--- src/hdl/tmf_pkg.sv ---
// Shared types and constants for the trimmed-mean sample filter.
`default_nettype none
package tmf_pkg;

  // Sample and result width
  localparam int SAMPLE_W = 8;
  // Trim register width
  localparam int TRIM_W   = 4;
  // Quotient bits produced by the divider (the mean never exceeds a sample)
  localparam int QUOT_W   = 8;
  // Quotient bit counter width
  localparam int QBIT_W   = 3;

  // Window sequencer states
  typedef enum logic [2:0] {
    S_IDLE,
    S_KEY,
    S_SCAN,
    S_DRAIN,
    S_ACC,
    S_DIV,
    S_EMIT
  } tmf_state_t;

endpackage
`default_nettype wire

--- src/hdl/tmf_ram.sv ---
// Generic single-write, single-read RAM with registered read data.
`default_nettype none
module tmf_ram #(
  parameter int WIDTH = 8,
  parameter int DEPTH = 20
) (
  input  wire logic                     clk,
  input  wire logic                     we,
  input  wire logic [$clog2(DEPTH)-1:0] waddr,
  input  wire logic [WIDTH-1:0]         wdata,
  input  wire logic [$clog2(DEPTH)-1:0] raddr,
  output      logic [WIDTH-1:0]         rdata
);

  logic [WIDTH-1:0] mem [DEPTH];

  // Write port and registered read port
  always_ff @(posedge clk) begin
    if (we) begin
      mem[waddr] <= wdata;
    end
    rdata <= mem[raddr];
  end

endmodule
`default_nettype wire

--- src/hdl/tmf_div.sv ---
// Restoring divider, one quotient bit per cycle, for the window mean.
`default_nettype none
module tmf_div
  import tmf_pkg::*;
#(
  parameter int SUM_W = 13,
  parameter int DIV_W = 5
) (
  input  wire logic              clk,
  input  wire logic              rst_n,
  input  wire logic              start,
  input  wire logic [SUM_W-1:0]  dividend,
  input  wire logic [DIV_W-1:0]  divisor,
  output      logic              done,
  output      logic [QUOT_W-1:0] quotient
);

  logic              busy_r, busy_nxt;
  logic              done_r, done_nxt;
  logic [QBIT_W-1:0] bit_r, bit_nxt;
  logic [SUM_W-1:0]  rem_r, rem_nxt;
  logic [QUOT_W-1:0] quot_r, quot_nxt;
  logic [SUM_W-1:0]  trial;

  // Shifted divisor for the current quotient bit
  assign trial = SUM_W'(divisor) << bit_r;

  // Subtract-and-shift step
  always_comb begin
    busy_nxt = busy_r;
    done_nxt = 1'b0;
    bit_nxt  = bit_r;
    rem_nxt  = rem_r;
    quot_nxt = quot_r;
    if (start) begin
      busy_nxt = 1'b1;
      bit_nxt  = QBIT_W'(QUOT_W - 1);
      rem_nxt  = dividend;
      quot_nxt = '0;
    end else if (busy_r) begin
      if (rem_r >= trial) begin
        rem_nxt        = rem_r - trial;
        quot_nxt[bit_r] = 1'b1;
      end
      if (bit_r == '0) begin
        busy_nxt = 1'b0;
        done_nxt = 1'b1;
      end else begin
        bit_nxt = bit_r - 1'b1;
      end
    end
  end

  // Control registers
  always_ff @(posedge clk) begin
    if (!rst_n) begin
      busy_r <= 1'b0;
      done_r <= 1'b0;
    end else begin
      busy_r <= busy_nxt;
      done_r <= done_nxt;
    end
  end

  // Datapath registers
  always_ff @(posedge clk) begin
    bit_r  <= bit_nxt;
    rem_r  <= rem_nxt;
    quot_r <= quot_nxt;
  end

  assign done     = done_r;
  assign quotient = quot_r;

endmodule
`default_nettype wire

--- src/hdl/trimmed_mean_sample_filter_core.sv ---
// Top level of the trimmed-mean sample filter: window store, rank sequencer, divider.
//
// Usage: samples enter on in_valid/in_sample and are held off by in_stall.
// Each beat is written into the window store. The beat that completes a
// window of WINDOW samples starts the evaluation; all other beats are taken
// without a stall and give no result. The evaluation ranks every stored sample
// against every other one with a single shared comparator (stable rank, ties
// broken by arrival order), adds the samples whose rank lies inside the
// trimmed band, then divides the sum by the kept count, one quotient bit a
// cycle. The comparator sweep over the window sets the length of an
// evaluation, and in_stall is high throughout the evaluation.
// The mean appears on out_valid/out_filtered_value and stays until the
// receiver drops out_stall; samples of the next window are taken meanwhile,
// and only the next window's evaluation waits for the output register.
// cfg_we writes trim_count; the value present when a window completes is
// used, saturated to (WINDOW-1)/2. Reset (rst_n low, synchronous) empties
// the window, sets trim_count to 1 and clears out_valid.
`default_nettype none
module trimmed_mean_sample_filter_core
  import tmf_pkg::*;
#(
  parameter int WINDOW = 20
) (
  input  wire logic                clk,
  input  wire logic                rst_n,
  input  wire logic                cfg_we,
  input  wire logic [TRIM_W-1:0]   cfg_trim_count,
  input  wire logic                in_valid,
  output      logic                in_stall,
  input  wire logic [SAMPLE_W-1:0] in_sample,
  output      logic                out_valid,
  input  wire logic                out_stall,
  output      logic [SAMPLE_W-1:0] out_filtered_value
);

  localparam int IDX_W = $clog2(WINDOW);
  localparam int CNT_W = $clog2(WINDOW + 1);
  localparam int SUM_W = SAMPLE_W + CNT_W;
  localparam int HALF  = (WINDOW - 1) / 2;

  tmf_state_t state_r, state_nxt;

  logic [TRIM_W-1:0]   trim_cfg_r;
  logic [IDX_W-1:0]    fill_r;
  logic [IDX_W-1:0]    i_r;
  logic [IDX_W-1:0]    j_r;
  logic [IDX_W-1:0]    cmp_j_r;
  logic                cmp_v_r;
  logic                key_ld_r;
  logic [SAMPLE_W-1:0] key_r;
  logic [CNT_W-1:0]    rank_r;
  logic [CNT_W-1:0]    lo_r;
  logic [CNT_W-1:0]    hi_r;
  logic [CNT_W-1:0]    kept_r;
  logic [SUM_W-1:0]    sum_r;
  logic                out_valid_r;
  logic [SAMPLE_W-1:0] out_value_r;

  logic                in_take;
  logic                last_fill;
  logic                out_free;
  logic [IDX_W-1:0]    rd_addr;
  logic [SAMPLE_W-1:0] rd_data;
  logic                div_start;
  logic                div_done;
  logic [QUOT_W-1:0]   div_quot;
  logic                less;
  logic                sat;
  logic [CNT_W-1:0]    trim_eff;
  logic [SUM_W-1:0]    sum_add;

  assign in_take   = in_valid && !in_stall;
  assign last_fill = (fill_r == IDX_W'(WINDOW - 1));
  assign out_free  = !out_valid_r || !out_stall;

  // Saturate the trim so that at least one sample survives
  assign sat      = (int'({1'b0, trim_cfg_r, 1'b0}) >= WINDOW);
  assign trim_eff = sat ? CNT_W'(HALF) : CNT_W'(trim_cfg_r);

  // Stable ordering: earlier index wins a tie
  assign less = (rd_data < key_r) || ((rd_data == key_r) && (cmp_j_r < i_r));

  // Add the key when its rank falls inside the kept band
  assign sum_add = (rank_r >= lo_r && rank_r < hi_r) ? sum_r + SUM_W'(key_r) : sum_r;

  // Window store
  tmf_ram #(
    .WIDTH (SAMPLE_W),
    .DEPTH (WINDOW)
  ) u_store (
    .clk   (clk),
    .we    (in_take),
    .waddr (fill_r),
    .wdata (in_sample),
    .raddr (rd_addr),
    .rdata (rd_data)
  );

  // Mean divider
  tmf_div #(
    .SUM_W (SUM_W),
    .DIV_W (CNT_W)
  ) u_div (
    .clk      (clk),
    .rst_n    (rst_n),
    .start    (div_start),
    .dividend (sum_add),
    .divisor  (kept_r),
    .done     (div_done),
    .quotient (div_quot)
  );

  // Next state
  always_comb begin
    state_nxt = state_r;
    case (state_r)
      S_IDLE:  if (in_take && last_fill) state_nxt = S_KEY;
      S_KEY:   state_nxt = S_SCAN;
      S_SCAN:  if (j_r == IDX_W'(WINDOW - 1)) state_nxt = S_DRAIN;
      S_DRAIN: state_nxt = S_ACC;
      S_ACC:   state_nxt = (i_r == IDX_W'(WINDOW - 1)) ? S_DIV : S_KEY;
      S_DIV:   if (div_done) state_nxt = S_EMIT;
      S_EMIT:  if (out_free) state_nxt = S_IDLE;
      default: state_nxt = S_IDLE;
    endcase
  end

  // Sequencer outputs
  always_comb begin
    in_stall  = 1'b1;
    rd_addr   = j_r;
    div_start = 1'b0;
    case (state_r)
      S_IDLE:  in_stall = 1'b0;
      S_KEY:   rd_addr = i_r;
      S_ACC:   div_start = (i_r == IDX_W'(WINDOW - 1));
      default: rd_addr = j_r;
    endcase
  end

  // Control registers
  always_ff @(posedge clk) begin
    if (!rst_n) begin
      state_r     <= S_IDLE;
      trim_cfg_r  <= TRIM_W'(1);
      fill_r      <= '0;
      cmp_v_r     <= 1'b0;
      key_ld_r    <= 1'b0;
      out_valid_r <= 1'b0;
    end else begin
      state_r  <= state_nxt;
      cmp_v_r  <= (state_r == S_SCAN);
      key_ld_r <= (state_r == S_KEY);
      if (cfg_we) begin
        trim_cfg_r <= cfg_trim_count;
      end
      // Advance the fill pointer, wrap at the window end
      if (in_take) begin
        fill_r <= last_fill ? '0 : fill_r + 1'b1;
      end
      // Hold the result until the receiver takes it
      if (state_r == S_EMIT && out_free) begin
        out_valid_r <= 1'b1;
      end else if (!out_stall) begin
        out_valid_r <= 1'b0;
      end
    end
  end

  // Ranking and accumulation datapath
  always_ff @(posedge clk) begin
    if (in_take && last_fill) begin
      lo_r   <= trim_eff;
      hi_r   <= CNT_W'(WINDOW) - trim_eff;
      kept_r <= CNT_W'(WINDOW) - (trim_eff << 1);
      sum_r  <= '0;
      i_r    <= '0;
    end
    if (state_r == S_KEY) begin
      rank_r <= '0;
      j_r    <= '0;
    end
    if (state_r == S_SCAN) begin
      j_r <= j_r + 1'b1;
    end
    cmp_j_r <= j_r;
    if (key_ld_r) begin
      key_r <= rd_data;
    end
    if (cmp_v_r && less) begin
      rank_r <= rank_r + 1'b1;
    end
    // Fold the ranked key into the running sum
    if (state_r == S_ACC) begin
      sum_r <= sum_add;
      i_r   <= i_r + 1'b1;
    end
    if (state_r == S_EMIT && out_free) begin
      out_value_r <= div_quot;
    end
  end

  assign out_valid          = out_valid_r;
  assign out_filtered_value = out_value_r;

endmodule
`default_nettype wire

--- config.mk ---
export PLATFORM = sky130hd
export DESIGN_NAME = trimmed_mean_sample_filter_core
export DESIGN_NICKNAME = d
export VERILOG_FILES = /design/src/hdl/tmf_pkg.sv /design/src/hdl/tmf_ram.sv /design/src/hdl/tmf_div.sv /design/src/hdl/trimmed_mean_sample_filter_core.sv
export SDC_FILE = /design/constraint.sdc
export NUM_CORES = 1
export LEC_CHECK = 0
export BUFFER_PORTS_ARGS = -buffer_cell sky130_fd_sc_hd__buf_2
export CORE_UTILIZATION = 25
export CTS_CLUSTER_DIAMETER = 50
export DETAILED_ROUTE_END_ITERATION = 7
export PLACE_DENSITY = 0.41
export SKIP_LAST_GASP = 1
export SYNTH_ARGS = -nofsm -noshare
export SYNTH_HDL_FRONTEND = slang
export SYNTH_SLANG_ARGS = --single-unit
--- constraint.sdc ---
create_clock -name clk -period 9.1 [get_ports clk]
set_clock_uncertainty 0.2 [all_clocks]
set_input_delay 1.82 -clock clk [delete_from_list [all_inputs] [get_ports clk]]
set_output_delay 1.82 -clock clk [all_outputs]
set_load 0.05 [all_outputs]
**After elaboration in Yosys (flattened, before gate mapping)**

Memory sizes are Yosys's and may differ from the RTL's. A register that Yosys moved wholly into a read port is not among the register bits.
Index checks and enable logic that the tools add are counted.
W data, S select, Z words.

- Register bits after elaboration: 105
- Memory bits (writable): 160
- Bits of input ports: 17
- Output and inout bits: 10
- Memories kept: 1

Memory list:

| name | words | bits a word | read ports | clocked after Yosys merged registers in | write ports | RTL line | source |
|---|---|---|---|---|---|---|---|
| u_store.mem | 20 | 8 | 1 | 1 | 1 | tmf_ram.sv:15 | `logic [WIDTH-1:0] mem [DEPTH];` |

- Add/subtract/negate cells: 9
- Order comparisons: 8
- Eq/ne operators: 15
- Shifts and indexed selects: 1
- Mux-type cells: 32
- Bitwise operators: 4
- Reductions and logical operators: 23

Operator list:

| operator | number |
|---|---|
| $mux W13 | 6 |
| $mux W5 | 7 |
| $pmux W3 S7 | 1 |
| $add A5 B1 Y5 const B | 4 |
| $eq A5 B5 Y1 const B | 3 |
| $mux W3 | 5 |
| $add A13 B8 Y13 | 1 |
| $ge A13 B13 Y1 | 1 |
| $shl A5 B3 Y13 | 1 |
| $sub A13 B13 Y13 | 1 |
| $mux W1 | 11 |
| $lt A5 B5 Y1 | 2 |
| $reduce_bool A2 Y1 | 5 |
| $eq A3 B3 Y1 const B | 3 |
| $eq A8 B8 Y1 | 1 |
| $lt A8 B8 Y1 | 1 |
| $or A8 B8 Y8 | 1 |
| $logic_and A1 B1 Y1 | 7 |
| $eq A3 B2 Y1 const B | 2 |
| $logic_not A3 Y1 | 2 |
| $ne A2 B1 Y1 const B | 3 |
| $reduce_and A2 Y1 | 3 |
| $ge A5 B5 Y1 | 1 |
| $ge A5 B5 Y1 const B | 1 |
| 14 further kinds | 19 |

**Depth between registers and ports, before layout**

Gate-level depths: netlist of the first run.

- Depth in word-level cells: 5
- Mapped depth: 14

**Modules after synthesis**

From an unflattened synthesis of the first run, not the netlist that was laid out.

- Cell total of the unflattened synthesis: 881
- Area, all modules: 12475.7 µm²

Modules (own cells, without submodules):

| module | instances | cells each | area each (µm²) | seq. area each (µm²) |
|---|---|---|---|---|
| tmf_ram | 1 | 308 | 6482.5 | 4964.8 |
| trimmed_mean_sample_filter_core | 1 | 355 | 4107.7 | 2052.0 |
| tmf_div | 1 | 218 | 1885.6 | 650.6 |

**Worst setup path after synthesis of the first run**

OpenSTA, ideal clock, no wires.

- Path kind: input port to flip-flop
- Start: in in_valid
- End: reg i_r[0] (enable)
- Library setup time: 418 ps
- Data arrival time: 3788 ps
- Required time: 8482 ps
- Slack: 4694 ps
- Stages: 4
- Cells stage by stage: and3_1 -> clkbuf_1 -> nand2_1 -> o21ai_0

- Word-level cells in the longest chain between the ends: 3

Ends and longest elaborated chain:

| item | RTL line | source |
|---|---|---|
| start: declaration | trimmed_mean_sample_filter_core.sv:28 | `input wire logic in_valid,` |
| $logic_and A1 B1 Y1 | trimmed_mean_sample_filter_core.sv:72 | `assign in_take = in_valid && !in_stall;` |
| $logic_and A1 B1 Y1 | trimmed_mean_sample_filter_core.sv:172 | `if (in_take && last_fill) begin` |
| $reduce_bool A2 Y1 (no line) | n/a |  |
| end signal: assignment | trimmed_mean_sample_filter_core.sv:196 | `i_r <= i_r + 1'b1;` |
| end: declaration | trimmed_mean_sample_filter_core.sv:45 | `logic [IDX_W-1:0] i_r;` |

Every way passes these cells.
A chain may end at the register's enable or synchronous reset.

**Worst setup path after layout of the first run**

- Start: in in_valid
- End: reg state_r[2]

- Word-level cells in the longest chain between the ends: 4

Ends and longest elaborated chain:

| item | RTL line | source |
|---|---|---|
| $logic_and A1 B1 Y1 | trimmed_mean_sample_filter_core.sv:72 |  |
| $logic_and A1 B1 Y1 | trimmed_mean_sample_filter_core.sv:117 | `S_IDLE: if (in_take && last_fill) state_nxt = S_KEY;` |
| $ne A2 B1 Y1 (no line) | n/a |  |
| $reduce_and A4 Y1 (no line) | n/a |  |
| end signal: assignment | trimmed_mean_sample_filter_core.sv:151 | `state_r <= state_nxt;` |
| end: declaration | trimmed_mean_sample_filter_core.sv:41 | `tmf_state_t state_r, state_nxt;` |

Every way passes these cells.

==> results.tsv, run 1 <==
metric	value	unit
yosysMostFrequentCell	edfxtp_1	
hold_buffers	0	
rows	80	
endpoint_kind	flop	
finalSetupTns	0	ps
dieArea	0.04924	mm²
io_pins	27	
die_width	221.9	µm
worst_pin_slew	970.1	ps
rsz0062_at_grt	false	
globalplace.congestion	0.7430	
clkLatencyLatePin	530	ps
synthTopCellsByCount	edfxtp_1 (228), nor2_1 (95), a21oi_1 (56), ha_1 (51), nand2_1 (47)	
wire_per_inst	17.14	µm
total_power	2.905	mW
worst_ep_arrival_time	4010	ps
max_cap_viol_count	0	
period_needed	3837	ps
r2r-start	state_r[0]	
syn2layout_area_growth	16.31	%
yosysTopAreaCell	edfxtp_1	
cts_tree	built	
firstDrtPassIters	4	
via_count	7007	
setup_viol	0	
rr_endpoint	u_store.rdata[7]	
ys.flop_type	edfxtp_1	
status	completed	
post_cts_buffers	0	
ys_seq_elements	269	
min-delay-start	u_div.quotient[7]	
cts_root_buf	clkbuf_16	
crit_required	9280	ps
synth-edff-count	228	
syn-num-nets	971	
timing.slew.headroom	0.3533	
yosysWarningCount	0	
drc	0	
clockBufferDepth	3	
syn_area	0.01209	mm²
hold_path.class	flop to flop	
routed_wirelength	27.10	mm
first_global_vias	7253	
start_kind	primary input	
synth_cells	902	
synth-seq-area-share	0.6343	
die_h	221.9	µm
path_class	primary input to flop	
cp-endpoint	state_r[2]	
drtIter0Drc	450	
dp_hpwl	18.00	mm
fillers	4784	
netlist-cell-type-count	57	
grt_usage	0.1128	
power.leakage	4.970	nW
drv_slew	0	
multi_input_area	0.004106	mm²
initial_utilization	0.2532	
post-route-period-util	0.4217	
drive_above_1_share	0.1325	
ff2ff_path_depth	7	
power_density	206.6	mW/mm²
avgViaCountPerCell	4.432	
cp_max_fo	10	
ant_nets	0	
syn_avg_cell_area	13.40	µm²
cts.sinks	269	
async_flop_share	0	
seqCellArea	0.007667	mm²
grt-ovfl-total	0	
cts_resized	0	
clk_pin_slew	60	ps
grt_max_degree	64	
coreArea	0.04775	mm²
htreeDepth	2	
fmax	260.6	MHz
synth_top_area_frac	0.5664	
ys_top_cells_by_area	edfxtp_1 (57%), dfxtp_1 (6.8%), ha_1 (5.3%)	
grt_antenna_before_repair	0	
grt_pass1_wl	42.66	mm
port_buffers	26	
finalHoldViolCount	0	
final_nets	1007	
cts-buffers-inserted	36	
antennaDiodeCount	0	
startpoint	in_valid	
rrSetupSlack	5420	ps
irDropWorstVdd	0.1616	mV
==> kinds of logic (layout without fill, tap and decap cells) <==
group,Yosys count,after routing,synth area share
flops,269,269,0.6343
simple gates,250,250,0.09968
compound gates,157,157,0.08270
buf+inv,79,143,0.02805
mux,62,62,0.07691
fa+ha+maj,52,52,0.05445
xor+xnor,33,33,0.02391
==> sequential cells by signal, indices dropped and copies added, names as in the netlist <==
name                count
cmp_j_r                 5
cmp_v_r                 1
fill_r                  5
hi_r                    5
i_r                     5
j_r                     5
kept_r                  3
key_ld_r                1
key_r                   8
lo_r                    3
out_filtered_value      8
out_valid               1
rank_r                  5
state_r                 3
sum_r                  13
trim_cfg_r              4
u_div.bit_r             3
u_div.busy_r            1
u_div.done              1
u_div.quotient          8
u_div.rem_r            13
u_store.mem           160
u_store.rdata           8
==> critical path: stages <==
cell and delay (ps):
buf_2 70, and3_1 360, nand2_1 450, nor2_1 770, o32a_1 300, o221a_2 190, nor3_1 50
==> stage by stage <==
step	util	std cells	instance area, µm²	setup slack, ps	hold WS, ps
floorplan	-	902	12090	4694	194.8
global placement	0.2698	1515	12880	4699	215.9
detailed placement	0.2698	1515	12880	4611	215.8
CTS	0.2945	1581	14060	5145	228.7
global route	0.2945	1581	14060	5010	251.8
finish	0.2945	1581	14060	5263	226.8
==> layer usage <==
layer / GRT usage / share of wire / vias to the layer above
met1: 0.1476 / 0.47 / 3420
met3: 0.02173 / 0.032 / 46
li1: - / - / 3442
met4: 0.03853 / 0.022 / 0
met5: 0 / 0 / -
met2: 0.1862 / 0.48 / 99
==> area by class of cell <==
type,count,share of cell area
Sequential cell,269,0.5453
Clock inverter,27,0.01878
Multi-Input combinational cell,554,0.2921
Inverter,46,0.01228
Timing Repair Buffer,31,0.01192
Tap cell,615,0.05473
Clock buffer,39,0.06488
==> worst min-delay path by stage <==
stage,slack (ps),to,cells after the start
5_1_grt,250,out_filtered_value[7],0
4_1_cts,230,out_filtered_value[7],0
2_1_floorplan,190,cmp_j_r[1],0
6_report,230,out_filtered_value[7],0
3_3_place_gp,220,out_filtered_value[1],0
3_5_place_dp,220,out_filtered_value[7],0
==> where the power goes <==
part	internal, mW	leakage [nW]	switching (mW)
Sequential	1.36	2.39	0.0170
Clock	0.806	0.562	0.576
Combinational	0.0544	2.01	0.0954
Total	2.22	4.97	0.688
==> placed cells by master, fill, tap and decap left out, drive strengths merged, types with 11 or more instances in the layout <==
master / synthesis / final
buf: 15 / 31
ha: 51 / 51
xnor2: 19 / 19
a22oi: 11 / 11
clkinv: 0 / 11
mux2i: 34 / 34
xor2: 14 / 14
dfxtp: 41 / 41
mux4: 24 / 24
inv: 46 / 55
a21oi: 56 / 56
nand3: 20 / 20
clkbuf: 18 / 39
nand2b: 12 / 12
o21ai: 29 / 29
edfxtp: 228 / 228
nand2: 47 / 47
nor2: 95 / 95
nor2b: 33 / 33
a211oi: 22 / 22
Power figures use the tool's default switching activity.
==> run 2, diff against run 1 <==
--- a/config.mk
+++ b/config.mk
@@ -5,6 +5,7 @@
 export SDC_FILE = /design/constraint.sdc
 export NUM_CORES = 1
 export LEC_CHECK = 0
+export ABC_AREA = 1
 export BUFFER_PORTS_ARGS = -buffer_cell sky130_fd_sc_hd__buf_2
 export CORE_UTILIZATION = 25
 export CTS_CLUSTER_DIAMETER = 50
==> constraint.sdc (replaced) <==
create_clock -name clk -period 4 [get_ports clk]
set_clock_uncertainty 0.2 [all_clocks]
set_input_delay 0.8 -clock clk [delete_from_list [all_inputs] [get_ports clk]]
set_output_delay 0.8 -clock clk [all_outputs]
set_load 0.05 [all_outputs]
==> results.tsv, run 2 <==
metric	value	unit	change
status	completed		unchanged
max_cap_viol_count	0		unchanged
finalSetupTns	0	ps	unchanged
seqCellArea	0.007637	mm²	was 0.007667 mm²
yosysMostFrequentCell	nand2_1		was edfxtp_1
worst_ep_arrival_time	3380	ps	was 4010 ps
via_count	9200		was 7007
yosysWarningCount	0		unchanged
cts_tree	built		unchanged
firstDrtPassIters	5		was 4
grt-ovfl-total	0		unchanged
period_needed	3410	ps	
p_int	6.579	mW	was 2.217 mW
yosysTopAreaCell	edfxtp_1		unchanged
dp_hpwl	21.43	mm	was 18.00 mm
cts-buffers-inserted	39		was 36
rsz0062_at_grt	false		unchanged
combPwrFrac	0.347		was 0.052
globalplace.congestion	0.7967		was 0.7430
critPathMaxStageDelay	490	ps	was 770 ps
worst_pin_slew	862.2	ps	was 970.1 ps
final_util	0.2954		was 0.2945
seqPwrFrac	0.340		was 0.473
grt_max_degree	57		was 64
crit_required	3970	ps	was 9280 ps
ff2ff_path_depth	12		was 7
drc	0		unchanged
synthTopCellsByCount	nand2_1 (263), inv_1 (231), edfxtp_1 (227), nand3_1 (200), nor2_1 (98)		was edfxtp_1 (228), nor2_1 (95), a21oi_1 (56), ha_1 (51), nand2_1 (47)
ys.flop_type	edfxtp_1		unchanged
ant_nets	0		unchanged
timing.slew.headroom	0.4231		was 0.3533
mostFrequentLayoutCells	nand2_1 (263), inv_1 (231), edfxtp_1 (227)		was edfxtp_1 (228), nor2_1 (95), a21oi_1 (56)
final_nets	1477		was 1007
cts.sinks	268		was 269
wl_met2	14.87	mm	was 12.99 mm
post-route-period-util	0.8525		
grt_pass1_wl	51.86	mm	was 42.66 mm
hold_buffers	0		unchanged
clkLatencyLatePin	560	ps	was 530 ps
route.met3.wl	1.218	mm	was 866 µm
netlist-cell-type-count	43		was 57
synth_cells	1369		was 902
initial_utilization	0.2536		was 0.2532
p_switching	4.102	mW	was 0.6883 mW
largest_register_ffs	160		unchanged
multi_input_area	0.004295	mm²	was 0.004106 mm²
avgViaCountPerCell	4.348		was 4.432
die_h	230.3	µm	was 221.9 µm
wire_per_inst	15.42	µm	was 17.14 µm
coreArea	0.05141	mm²	was 0.04775 mm²
whs	227.7	ps	was 226.8 ps
switching_share	0.3840		was 0.2369
syn_area	0.01304	mm²	was 0.01209 mm²
syn_avg_cell_area	9.522	µm²	was 13.40 µm²
io_pins	27		unchanged
async_flop_share	0		unchanged
power.leakage	6.350	nW	was 4.970 nW
final_common_cell	nand2_1		was edfxtp_1
fmax	293.3	MHz	
synth_top_area_frac	0.5229		was 0.5664
post_cts_buffers	0		unchanged
r2r-start	u_div.bit_r[0]		was state_r[0]
power_density	703.3	mW/mm²	was 206.6 mW/mm²
cp_max_fo	12		was 10
clockBufferDepth	3		unchanged
pre_cts_ws	591.2	ps	was 4611 ps
syn-num-nets	1438		was 971
pwr-share-clk	0.313		was 0.475
cts_root_buf	clkbuf_16		unchanged
path_cells	clkinv_1, nand2_1, nor2_1, ha_1, inv_1, o21ai_0, nand2_1, nand2_1, nand3_1, nand3_2, nand2_1, nand2_1		was buf_2, and3_1, nand2_1, nor2_1, o32a_1, o221a_2, nor3_1
wl_met1	15.75	mm	was 12.65 mm
crit_slowest_cell	dfxtp_1		was nor2_1
ys_top_cells_by_area	edfxtp_1 (52%), nand3_1 (7.7%), nand2_1 (7.6%)		was edfxtp_1 (57%), dfxtp_1 (6.8%), ha_1 (5.3%)
grt_antenna_before_repair	0		unchanged
clk_pin_slew	50	ps	was 60 ps
top_layer	met4		unchanged
hold_end	out_filtered_value[3]		was out_filtered_value[7]
path_class	flop to flop		was primary input to flop
hold_path.class	flop to flop		unchanged
rrSetupSlack	590	ps	was 5420 ps
endpoint_kind	flop		unchanged
ys_seq_elements	268		was 269
placed_cells	2047		was 1515
reg_top3	u_store.mem x160, sum_r x13, u_div.rem_r x12		was u_store.mem x160, sum_r x13, u_div.rem_r x13
antennaDiodeCount	0		unchanged
holdPathStages	0		unchanged
drv_slew	0		unchanged
drtIter0Drc	628		was 450
crit_top_cell	nand2_1		
die_width	230.3	µm	was 221.9 µm
setup_viol	0		unchanged
drive_above_1_share	0.08635		was 0.1325
htreeDepth	2		unchanged
start_kind	flop		was primary input
rr_endpoint	u_div.rem_r[12]		was u_store.rdata[7]
setup_slack	590.0	ps	was 5263 ps
top_register	u_store.mem		unchanged
synth-edff-count	227		was 228
cts_resized	0		unchanged
fillers	5383		was 4784
fin_cells	2116		was 1581
first_global_vias	8993		was 7253
synth-seq-area-share	0.5859		was 0.6343
finalHoldViolCount	0		unchanged
grt_usage	0.1260		was 0.1128
syn2layout_area_growth	16.50	%	was 16.31%
irDropWorstVdd	0.2621	mV	was 0.1616 mV
routed_wirelength	32.63	mm	was 27.10 mm
port_buffers	26		unchanged
min-delay-start	u_div.quotient[3]		was u_div.quotient[7]
rows	83		was 80
dieArea	0.05306	mm²	was 0.04924 mm²
run 2: worst max path at each step:
stage | startpoint | end | slack (ps) | cells after the start
floorplan | state_r[0] | i_r[0] | 640 | 6
global placement | u_div.bit_r[0] | u_div.rem_r[6] | 620 | 12
detailed placement | u_div.bit_r[0] | u_div.rem_r[8] | 590 | 12
CTS | u_div.bit_r[0] | u_div.rem_r[10] | 570 | 12
global route | u_div.bit_r[0] | u_div.rem_r[12] | 250 | 12
finish | u_div.bit_r[0] | u_div.rem_r[12] | 590 | 12
run 2: layout make-up:
cell class                      instances  area share
Clock buffer                           44     0.06690
Multi-Input combinational cell        822      0.2829
Timing Repair Buffer                   43     0.01780
Sequential cell                       268      0.5029
Tap cell                              680     0.05603
Inverter                              234     0.05784
Clock inverter                         25     0.01565
run 2: critical path, delay by kind of cell (launching register included):
family / cells / cell delay (ps)
DFF: 1 / 490
AOI/OAI and AO/OA: 1 / 400
and+or+nand+nor: 8 / 1260
buffers and inverters: 2 / 380
adders and majority gates: 1 / 300
run 2: stage by stage:
| step | power (mW) | cell area [µm²] |
|---|---|---|
| finish | 10.68 | 15190 |
| global route | 11.46 | 15190 |
| CTS | 10.85 | 15190 |
| detailed placement | 7.428 | 13930 |
| global placement | 7.422 | 13930 |
| floorplan | 6.302 | 13040 |
run 2: per-layer routing:
metal / global-route usage / up-vias
met4: 0.04222 / 0
met1: 0.1688 / 4338
met5: 0 / -
met3: 0.02285 / 51
li1: - / 4659
met2: 0.2042 / 152
run 2: cells by family after synthesis:
kind of cell | Yosys count | synth area share
DFF | 268 | 0.5859
AOI/OAI and AO/OA | 152 | 0.06402
and+or+nand+nor | 597 | 0.1998
xor gates and xnor gates | 21 | 0.01411
buffers and inverters | 279 | 0.08562
adders and majority gates | 52 | 0.05049
run 2: power by group through the flow:
stage               sequential, mW  clock [mW]  combinational, mW
floorplan                     3.61           0               2.70
global placement              3.69           0               3.73
detailed placement            3.69           0               3.74
CTS                           3.64        3.45               3.76
global route                  3.68        3.57               4.22
finish                        3.64        3.34               3.70
==> run 3, diff against run 2 <==
--- a/config.mk
+++ b/config.mk
@@ -11,6 +11,7 @@
 export CTS_CLUSTER_DIAMETER = 50
 export DETAILED_ROUTE_END_ITERATION = 7
 export PLACE_DENSITY = 0.41
+export REMOVE_ABC_BUFFERS = 1
 export SKIP_LAST_GASP = 1
 export SYNTH_ARGS = -nofsm -noshare
 export SYNTH_HDL_FRONTEND = slang
==> results.tsv, run 3 (synthesis results as in run 2) <==
metric	value	unit	change
drtIter0Drc	551		was 628
syn2layout_area_growth	16.11	%	was 16.50%
clk_pin_slew	60	ps	was 50 ps
top_register	u_store.mem		unchanged
timing.slew.headroom	0.4375		was 0.4231
busiest_layer	met2		unchanged
drv_slew	0		unchanged
mostFrequentLayoutCells	nand2_1 (263), inv_1 (231), edfxtp_1 (227)		unchanged
dieArea	0.05306	mm²	unchanged
routed_wirelength	32.23	mm	was 32.63 mm
cts_root_buf	clkbuf_16		unchanged
cts.sinks	268		unchanged
irDropWorstVdd	0.2927	mV	was 0.2621 mV
port_buffers	26		unchanged
cp_max_fo	12		unchanged
post-route-period-util	0.8664		was 0.8525
largest_register_ffs	160		unchanged
drive_above_1_share	0.08298		was 0.08635
cts-buffers-inserted	37		was 39
clkLatencyLatePin	540	ps	was 560 ps
htreeDepth	2		unchanged
r2r-start	u_div.bit_r[0]		unchanged
antennaDiodeCount	0		unchanged
grt_use_met3	0.02013		was 0.02285
grt_usage	0.1242		was 0.1260
cts_tree	built		unchanged
dp_hpwl	21.52	mm	was 21.43 mm
worst_ep_arrival_time	3420	ps	was 3380 ps
setup_slack	534.3	ps	was 590.0 ps
status	completed		unchanged
globalplace.congestion	0.8418		was 0.7967
firstDrtPassIters	5		unchanged
crit_slowest_cell	dfxtp_1		unchanged
grt_pass1_wl	51.51	mm	was 51.86 mm
rows	83		unchanged
power.leakage	6.304	nW	was 6.350 nW
initial_utilization	0.2536		unchanged
startpoint	u_div.bit_r[0]		unchanged
pre_cts_ws	532.8	ps	was 591.2 ps
grt_antenna_before_repair	0		unchanged
cts_resized	0		unchanged
die_width	230.3	µm	unchanged
period_needed	3466	ps	was 3410 ps
crit_top_cell	nand2_1		unchanged
wire_per_inst	15.25	µm	was 15.42 µm
final_common_cell	nand2_1		unchanged
finalHoldViolCount	0		unchanged
hold_buffers	0		unchanged
coreArea	0.05141	mm²	unchanged
rsz0062_at_grt	false		unchanged
avgViaCountPerCell	4.335		was 4.348
ff2ff_path_depth	12		unchanged
power_density	696.1	mW/mm²	was 703.3 mW/mm²
ant_nets	0		unchanged
total_power	10.54	mW	was 10.68 mW
finalSetupTns	0	ps	unchanged
worst_pin_slew	840.6	ps	was 862.2 ps
use_met1	0.1637		was 0.1688
rr_endpoint	u_div.rem_r[7]		was u_div.rem_r[12]
holdPathStages	0		unchanged
first_global_vias	9054		was 8993
io_pins	27		unchanged
rrSetupSlack	530	ps	was 590 ps
final_nets	1475		was 1477
grt_max_degree	54		was 57
start_kind	flop		unchanged
post_cts_buffers	0		unchanged
max_cap_viol_count	0		unchanged
cp-endpoint	u_div.rem_r[7]		was u_div.rem_r[12]
drc	0		unchanged
clockBufferDepth	3		unchanged
crit_required	3950	ps	was 3970 ps
use_met2	0.2042		unchanged
via_count	9165		was 9200
reg_top3	u_store.mem x160, sum_r x13, u_div.rem_r x12		unchanged
path_class	flop to flop		unchanged
path_cells	clkinv_1, nand2_1, nor2_1, ha_1, inv_1, o21ai_0, nand2_1, nand2_1, nand3_1, nand3_2, nand2_1, nand2_1		unchanged
die_h	230.3	µm	unchanged
setup_viol	0		unchanged
grt-ovfl-total	0		unchanged
critPathMaxStageDelay	490	ps	about the same
endpoint_kind	flop		unchanged
fmax	288.5	MHz	was 293.3 MHz
hold_path.class	flop to flop		unchanged
[run 3: area by class of cell]
| cell class | instances | area (µm²) |
|---|---|---|
| Fill cell | 5424 | 36270 |
| Clock inverter | 19 | 203.9 |
| Sequential cell | 268 | 7637 |
| Tap cell | 680 | 850.8 |
| Inverter | 234 | 878.3 |
| Clock buffer | 48 | 998.5 |
| Timing Repair Buffer | 43 | 270.3 |
| Multi-Input combinational cell | 822 | 4295 |
[run 3: power by group]
group,total (mW),internal (mW),switching (mW)
clock network,3.22,1.92,1.30
registers,3.64,3.42,0.215
logic,3.67,1.11,2.56
total,10.5,6.46,4.08
[run 3: per-stage QoR]
step	utilization	hold slack, ps	area [µm²]	instances
after floorplan	-	208.2	12800	1324
after global placement	0.2710	215.5	13930	2047
after detailed placement	0.2710	214.0	13930	2047
after CTS	0.2944	227.9	15130	2114
after global routing	0.2944	232.3	15130	2114
final	0.2944	227.3	15130	2114
[run 3: how the worst min path moves through the flow]
stage / slack (ps) / endpoint / startpoint
floorplan: 210 / key_r[0] / u_store.rdata[0]
global placement: 220 / key_r[0] / u_store.rdata[0]
detailed placement: 210 / out_filtered_value[6] / u_div.quotient[6]
CTS: 230 / out_filtered_value[6] / u_div.quotient[6]
global route: 230 / out_filtered_value[6] / u_div.quotient[6]
finish: 230 / out_filtered_value[6] / u_div.quotient[6]
[run 3: critical path, delay by kind of cell, from the launching register on]
| kind | cells | cell delay (ps) |
|---|---|---|
| simple gates | 8 | 1260 |
| flops | 1 | 490 |
| compound gates | 1 | 420 |
| buf+inv | 2 | 400 |
| fa+ha+maj | 1 | 310 |
[run 3: per-layer routing]
layer | wire length [µm] | up-vias
met2 | 15010 | 119
met4 | 990 | 0
met1 | 15230 | 4335
li1 | - | 4654
met5 | 0 | -
met3 | 999 | 57
